### src/rtl/psm_pkg.sv
// Shared types and constants for the partition star merge pipeline.
// No dependencies; imported by every module in rtl/.
package psm_pkg;

  localparam int NUM_VERTICES = 9;
  localparam int LABEL_BITS   = 4;
  localparam int CODE_W       = NUM_VERTICES * LABEL_BITS;
  localparam int MASK_W       = NUM_VERTICES;
  localparam int NUM_LABELS   = 1 << LABEL_BITS;
  localparam int VIDX_W       = $clog2(NUM_VERTICES);

  typedef logic [LABEL_BITS-1:0]   label_t;
  typedef logic [VIDX_W-1:0]       vidx_t;
  typedef logic [CODE_W-1:0]       code_t;
  typedef logic [NUM_VERTICES-1:0] vmask_t;

  // After selection check: labels already folded onto the representative.
  typedef struct packed {
    logic                          accepted;
    logic                          pass;
    code_t                         code;
    label_t [NUM_VERTICES-1:0]     labels;
  } psm_s1_t;

  // After first-occurrence search.
  typedef struct packed {
    logic                          accepted;
    logic                          pass;
    code_t                         code;
    vmask_t                        first;
    vidx_t  [NUM_VERTICES-1:0]     src;
  } psm_s2_t;

  typedef struct packed {
    logic                          accepted;
    code_t                         merged_code;
  } psm_out_t;

endpackage

### src/rtl/psm_check.sv
// Stage 1: duplicate-block check, selection count and merge of selected blocks.
// Depends on psm_pkg.
module psm_check
  import psm_pkg::*;
(
  input  logic    clk,
  input  logic    rst,
  input  logic    in_valid,
  output logic    in_ready,
  input  code_t   in_code,
  input  vmask_t  in_sel,
  output logic    out_valid,
  input  logic    out_ready,
  output psm_s1_t out_data
);

  logic                      valid;
  psm_s1_t                   data;
  psm_s1_t                   data_next;
  label_t [NUM_VERTICES-1:0] lab;
  logic   [NUM_LABELS-1:0]   seen;
  vmask_t                    lowbit;
  label_t                    rep;
  logic                      dup;

  always_comb begin
    seen   = '0;
    dup    = 1'b0;
    rep    = '0;
    lowbit = in_sel & (~in_sel + vmask_t'(1));
    for (int v = 0; v < NUM_VERTICES; v++) begin
      lab[v] = in_code[v*LABEL_BITS +: LABEL_BITS];
    end
    for (int v = 0; v < NUM_VERTICES; v++) begin
      if (in_sel[v]) seen[lab[v]] = 1'b1;
      if (lowbit[v]) rep = rep | lab[v];
      for (int u = 0; u < v; u++) begin
        if (in_sel[u] && in_sel[v] && lab[u] == lab[v]) dup = 1'b1;
      end
    end
    data_next.accepted = !dup;
    // fewer than two selected: code goes through untouched
    data_next.pass     = (in_sel & (in_sel - vmask_t'(1))) == '0;
    data_next.code     = in_code;
    for (int v = 0; v < NUM_VERTICES; v++) begin
      data_next.labels[v] = seen[lab[v]] ? rep : lab[v];
    end
  end

  assign in_ready  = !valid || out_ready;
  assign out_valid = valid;
  assign out_data  = data;

  always_ff @(posedge clk) begin
    if (rst) begin
      valid <= 1'b0;
    end else if (in_ready) begin
      valid <= in_valid;
    end
  end

  always_ff @(posedge clk) begin
    if (in_valid && in_ready) begin
      data <= data_next;
    end
  end

endmodule

### src/rtl/psm_first.sv
// Stage 2: for each vertex, find the lowest vertex with the same merged label.
// Depends on psm_pkg.
module psm_first
  import psm_pkg::*;
(
  input  logic    clk,
  input  logic    rst,
  input  logic    in_valid,
  output logic    in_ready,
  input  psm_s1_t in_data,
  output logic    out_valid,
  input  logic    out_ready,
  output psm_s2_t out_data
);

  logic    valid;
  psm_s2_t data;
  psm_s2_t data_next;
  vmask_t  eq;
  vmask_t  low;

  always_comb begin
    data_next.accepted = in_data.accepted;
    data_next.pass     = in_data.pass;
    data_next.code     = in_data.code;
    eq  = '0;
    low = '0;
    for (int v = 0; v < NUM_VERTICES; v++) begin
      for (int u = 0; u < NUM_VERTICES; u++) begin
        eq[u] = (u <= v) && (in_data.labels[u] == in_data.labels[v]);
      end
      low = eq & (~eq + vmask_t'(1));
      data_next.src[v] = '0;
      for (int u = 0; u < NUM_VERTICES; u++) begin
        if (low[u]) data_next.src[v] = data_next.src[v] | vidx_t'(u);
      end
      data_next.first[v] = low[v];
    end
  end

  assign in_ready  = !valid || out_ready;
  assign out_valid = valid;
  assign out_data  = data;

  always_ff @(posedge clk) begin
    if (rst) begin
      valid <= 1'b0;
    end else if (in_ready) begin
      valid <= in_valid;
    end
  end

  always_ff @(posedge clk) begin
    if (in_valid && in_ready) begin
      data <= data_next;
    end
  end

endmodule

### src/rtl/psm_renum.sv
// Stage 3: first-occurrence renumbering and output register.
// Depends on psm_pkg.
module psm_renum
  import psm_pkg::*;
(
  input  logic     clk,
  input  logic     rst,
  input  logic     in_valid,
  output logic     in_ready,
  input  psm_s2_t  in_data,
  output logic     out_valid,
  input  logic     out_ready,
  output psm_out_t out_data
);

  logic                      valid;
  psm_out_t                  data;
  psm_out_t                  data_next;
  label_t [NUM_VERTICES-1:0] prefix;
  code_t                     packed_code;

  // new label of a first occurrence = number of first occurrences before it
  always_comb begin
    for (int v = 0; v < NUM_VERTICES; v++) begin
      prefix[v] = '0;
      for (int u = 0; u < v; u++) begin
        prefix[v] = prefix[v] + label_t'(in_data.first[u]);
      end
    end
    for (int v = 0; v < NUM_VERTICES; v++) begin
      packed_code[v*LABEL_BITS +: LABEL_BITS] = prefix[in_data.src[v]];
    end
    data_next.accepted = in_data.accepted;
    if (!in_data.accepted) begin
      data_next.merged_code = '0;
    end else if (in_data.pass) begin
      data_next.merged_code = in_data.code;
    end else begin
      data_next.merged_code = packed_code;
    end
  end

  assign in_ready  = !valid || out_ready;
  assign out_valid = valid;
  assign out_data  = data;

  always_ff @(posedge clk) begin
    if (rst) begin
      valid <= 1'b0;
    end else if (in_ready) begin
      valid <= in_valid;
    end
  end

  always_ff @(posedge clk) begin
    if (in_valid && in_ready) begin
      data <= data_next;
    end
  end

endmodule

### src/rtl/partition_star_merge.sv
// Partition star merge: stream in a packed partition and vertex selection,
// stream out the merged canonical partition with an accept flag.
//
// Input channel s_*: one transfer per item; s_tdata carries partition_code
// in bits 35:0 and selection_mask in bits 44:36. Output channel m_*: one
// transfer per item; m_tdata carries merged_code in bits 35:0, m_tuser is
// the accepted flag (0 means two selected vertices shared a block, and the
// code is then zero).
//
// Three register stages: selection check and block merge, first-occurrence
// search, renumbering into the output register. An item reaches m_tvalid
// after passing through all three registers in that order; one item per
// cycle is sustained while m_tready stays high, as each stage's handshake
// takes a new item as it hands one on, with no recirculation anywhere.
//
// Reset (rst, synchronous) empties all stages; the block holds no other
// state. When the receiver stalls, each stage keeps its item and fills any
// empty stage ahead of it, so up to three items are held before s_tready
// drops; nothing is dropped or repeated.
module partition_star_merge
  import psm_pkg::*;
(
  input  logic        clk,
  input  logic        rst,
  input  logic        s_tvalid,
  output logic        s_tready,
  input  logic [47:0] s_tdata,   // [35:0] partition_code, [44:36] selection_mask
  output logic        m_tvalid,
  input  logic        m_tready,
  output logic [39:0] m_tdata,   // [35:0] merged_code
  output logic        m_tuser    // [0] accepted
);

  logic     v1;
  logic     r1;
  psm_s1_t  d1;
  logic     v2;
  logic     r2;
  psm_s2_t  d2;
  psm_out_t dout;

  psm_check u_check (
    .clk       (clk),
    .rst       (rst),
    .in_valid  (s_tvalid),
    .in_ready  (s_tready),
    .in_code   (s_tdata[CODE_W-1:0]),
    .in_sel    (s_tdata[CODE_W +: MASK_W]),
    .out_valid (v1),
    .out_ready (r1),
    .out_data  (d1)
  );

  psm_first u_first (
    .clk       (clk),
    .rst       (rst),
    .in_valid  (v1),
    .in_ready  (r1),
    .in_data   (d1),
    .out_valid (v2),
    .out_ready (r2),
    .out_data  (d2)
  );

  psm_renum u_renum (
    .clk       (clk),
    .rst       (rst),
    .in_valid  (v2),
    .in_ready  (r2),
    .in_data   (d2),
    .out_valid (m_tvalid),
    .out_ready (m_tready),
    .out_data  (dout)
  );

  assign m_tdata = {{(40-CODE_W){1'b0}}, dout.merged_code};
  assign m_tuser = dout.accepted;

  a_reject_zero: assert property (@(posedge clk) disable iff (rst)
    m_tvalid && !m_tuser |-> m_tdata == '0)
    else $error("rejected item with nonzero code");

  a_reset_empty: assert property (@(posedge clk)
    rst |=> !m_tvalid && !v1 && !v2)
    else $error("pipeline not empty after reset");

  a_full_stall: assert property (@(posedge clk) disable iff (rst)
    !s_tready |-> v1 && v2 && m_tvalid && !m_tready)
    else $error("input stalled while pipeline has room");

endmodule

### config.mk
export PLATFORM = sky130hd
export DESIGN_NAME = partition_star_merge
export DESIGN_NICKNAME = d
export VERILOG_FILES = /design/src/rtl/psm_pkg.sv /design/src/rtl/psm_check.sv /design/src/rtl/psm_first.sv /design/src/rtl/psm_renum.sv /design/src/rtl/partition_star_merge.sv
export SDC_FILE = /design/constraint.sdc
export NUM_CORES = 1
export LEC_CHECK = 0
export BUFFER_PORTS_ARGS = -buffer_cell sky130_fd_sc_hd__buf_2
export CAP_MARGIN = 20
export CORE_ASPECT_RATIO = 1.25
export CORE_MARGIN = 3
export CORE_UTILIZATION = 55
export DETAILED_ROUTE_END_ITERATION = 7
export GPL_TIMING_DRIVEN = 1
export PLACE_DENSITY = 0.83
export SETUP_SLACK_MARGIN = 0.1
export SYNTH_ARGS = -nofsm -noshare
export SYNTH_HDL_FRONTEND = slang
export SYNTH_SLANG_ARGS = --single-unit
### constraint.sdc
create_clock -name clk -period 16.01 [get_ports clk]
set_input_delay 3.202 -clock clk [delete_from_list [all_inputs] [get_ports clk]]
set_output_delay 3.202 -clock clk [all_outputs]
set_load 0.005 [all_outputs]
==> impl_results.md <==
- Nets: 1,601
- Top cell by count, worst path: buf_2
- Hold_buf cts: 0
- Crit share post-route: 0.4713
- Status: completed
- Final Critical Period: 7546 ps
- Core ar.: 0.02699 mm^2
- Post-cts sizing count: 0
- Initial detailed-routing violation count: 1,956
- Post-Synthesis Cells: 1,580
- Wire per inst: 26.81 um
- Root Buffer: clkbuf_16
- Total number of vias: 13,540
- Crit Path Max Fanout: 6
- Commonest non-fill, non-tap cell in the layout: xor2_1
- Most frequent cells in the layout: xor2_1, edfxtp_1, xnor2_1
- FF-to-FF path depth: 16
- Tot GR Track Use: 0.3356
- Hold Path Class: reg2reg
- Setup TNS: 0 ps
- Clock Tree Buf Depth: 2
- Post-synthesis sequential area ratio: 0.3475
- CP max stage delay: 610 ps
- Pwr dens: 100.3 mW/mm^2
- Crit path launch type: input pin
- TritonCTS buffer count: 17
- Hold depth: 0
- Peak supply drop: 0.00006718 V
- Register area: 0.005285 mm^2
- Die Wd: 154.7 um
- Total Wirelength: 50,810 um
- Initial antenna violation count: 1
- First-pass GRT wire length: 76,470 um
- Worst Path Arrival: 4340 ps
- CTS tree: built
- Multi-input logic area: 0.009149 mm^2
- CP required: 12,810 ps
- Final GP Congestion: 1.048
- Fill cells: 2,178
- Static Leak: 5.878 nW
- Power, Total: 0.001610 W
- Util after Layout: 0.5946
- Crit Path Class: in2out
- DP Area: 0.01545 mm^2
- Ports: 95
- Critical-path cell list: buf_2, nor2b_1, nand3_1, buf_2
- Worst-Skew Late Latency: 440 ps
- Post CTS Setup Buffer Count: 0
- Vias per cell: 7.144
- Synth Warn #: 0
- Register bit total from synthesis: 177
- Area grow syn2layout: 5.537%
- ANT nets after route: 0
- Worst slew pin tran: 1029 ps
- Clock transition at the registers of the reported paths: 70 ps
- Commonest register cell after synthesis: edfxtp_1
- ANT cells: 0
- Rows: 67
- DP HPWL: 33,830 um
- Setup violations, final: 0
- DRC Markers: 0
- Die area: 0.02970 mm^2
- Number of synthesized flops with an enable pin: 174
- Largest net degree at the start of global routing: 75
- CTS Sinks: 177
- Share of layout cells above drive strength 1: 0.1432
- Post-synth ARST share: 0
- Achievable Freq: 132.5 MHz
- Buffers added on ports: 87
- Vias in the first global route: 13,070
- H-Tree Depth: 4
- Drt first pass iters: 6
- Avg Cell Area, Syn: 9.626 um^2
- Final instance area: 0.01605 mm^2
- Slew Limit Fails: 0
- Die height: 191.9 um
- Worst Clk Skew: 7.684 ps
- Slew headroom: 0.3041
- Grt ovf: 0
- CP max-delay cell: nor2b_1
- Initial cell density of the core: 0.5634
- Synthesized area: 0.01521 mm^2
- RSZ-0062 raised after global routing: false
- Hold Violations, Final: 0
- Synth cell types: 95
- MaxCap Viol Count: 0
- CP Capture Type: output port
-- critical path: cells and delay by family --
family                 cells  cell delay [ps]
buffers and inverters      2              290
AND/OR/NAND/NOR            2              850
-- through the flow --
| step | cells | hold slack [ps] | setup slack [ps] |
|---|---|---|---|
| floorplan | 1583 | 400.3 | 7543 |
| global placement | 1863 | 400.1 | 8624 |
| detailed placement | 1863 | 404.5 | 8550 |
| CTS | 1895 | 418.8 | 8477 |
| global route | 1895 | 426.5 | 8438 |
| finish | 1895 | 419.6 | 8464 |
-- power by group --
group	switching, W	total (W)	internal (W)
combinational	0.000314	0.000547	0.000233
clock	0.000185	0.000420	0.000236
sequential	0.0000786	0.000643	0.000565
total	0.000577	0.00161	0.00103
-- Yosys cell counts (19+ instances only) --
cell,instances,area (um^2)
nand2_1,92,345.3
nand3_1,75,375.4
a21oi_1,63,315.3
nor3_1,34,170.2
nor2b_1,32,200.2
buf_2,26,130.1
nor2_1,64,240.2
clkbuf_1,68,255.2
o22ai_1,48,300.3
xnor2_1,99,867.1
nand2b_1,30,187.7
mux4_2,28,630.6
nand4_1,31,193.9
edfxtp_1,174,5225
buf_1,45,168.9
nor4_1,49,306.5
xor2_1,207,1813
mux2i_1,19,190.2
nand3b_1,20,150.1
o21ai_0,32,160.2
-- cell type report --
cell class / instances / area share
multi-input cells: 1224 / 0.5700
clock inverters: 14 / 0.01068
clock buffers: 18 / 0.02674
repair buffers: 96 / 0.03134
inverters: 21 / 0.005067
well taps: 345 / 0.02689
flip-flops and latches: 177 / 0.3293
-- registers in the layout (all words and copies together) (netlist names) --
signal,count
u_check.out_data,74
u_first.out_valid,1
u_renum.out_data,37
u_renum.out_valid,1
u_check.out_valid,1
u_first.out_data,63
-- path summary, 6_finish.rpt --
kind / slack (ps) / endpoint / startpoint
setup / recovery: 8460 / s_tready / m_tready
hold / removal: 420 / u_first.out_data[65] / u_check.out_data[56]
hold reg to reg: 420 / u_first.out_data[65] / u_check.out_data[56]
setup reg to reg: 10960 / u_renum.out_data[34] / u_first.out_data[37]
-- per-layer routing --
layer / part of all wire / track usage / up-vias
li1: - / - / 5791
met1: 0.34 / 0.3843 / 6335
met2: 0.48 / 0.5666 / 1074
met3: 0.10 / 0.07054 / 335
met4: 0.077 / 0.2219 / 2
met5: 0.00075 / 0 / -
-- cells by family (layout without fill, tap and decap cells) --
kind of cell,Yosys count,count (layout),share of synthesized area
flip-flops,177,177,0.3475
multiplexers,74,74,0.07717
AND/OR/NAND/NOR,514,514,0.1877
adder cells (fa/ha/maj),13,13,0.01053
buffers and inverters,182,149,0.05389
other,1,4,0.0002466
XOR/XNOR,307,307,0.1773
AO/OA/AOI/OAI,312,312,0.1457
No activity file was read; power rests on OpenSTA's default activity.
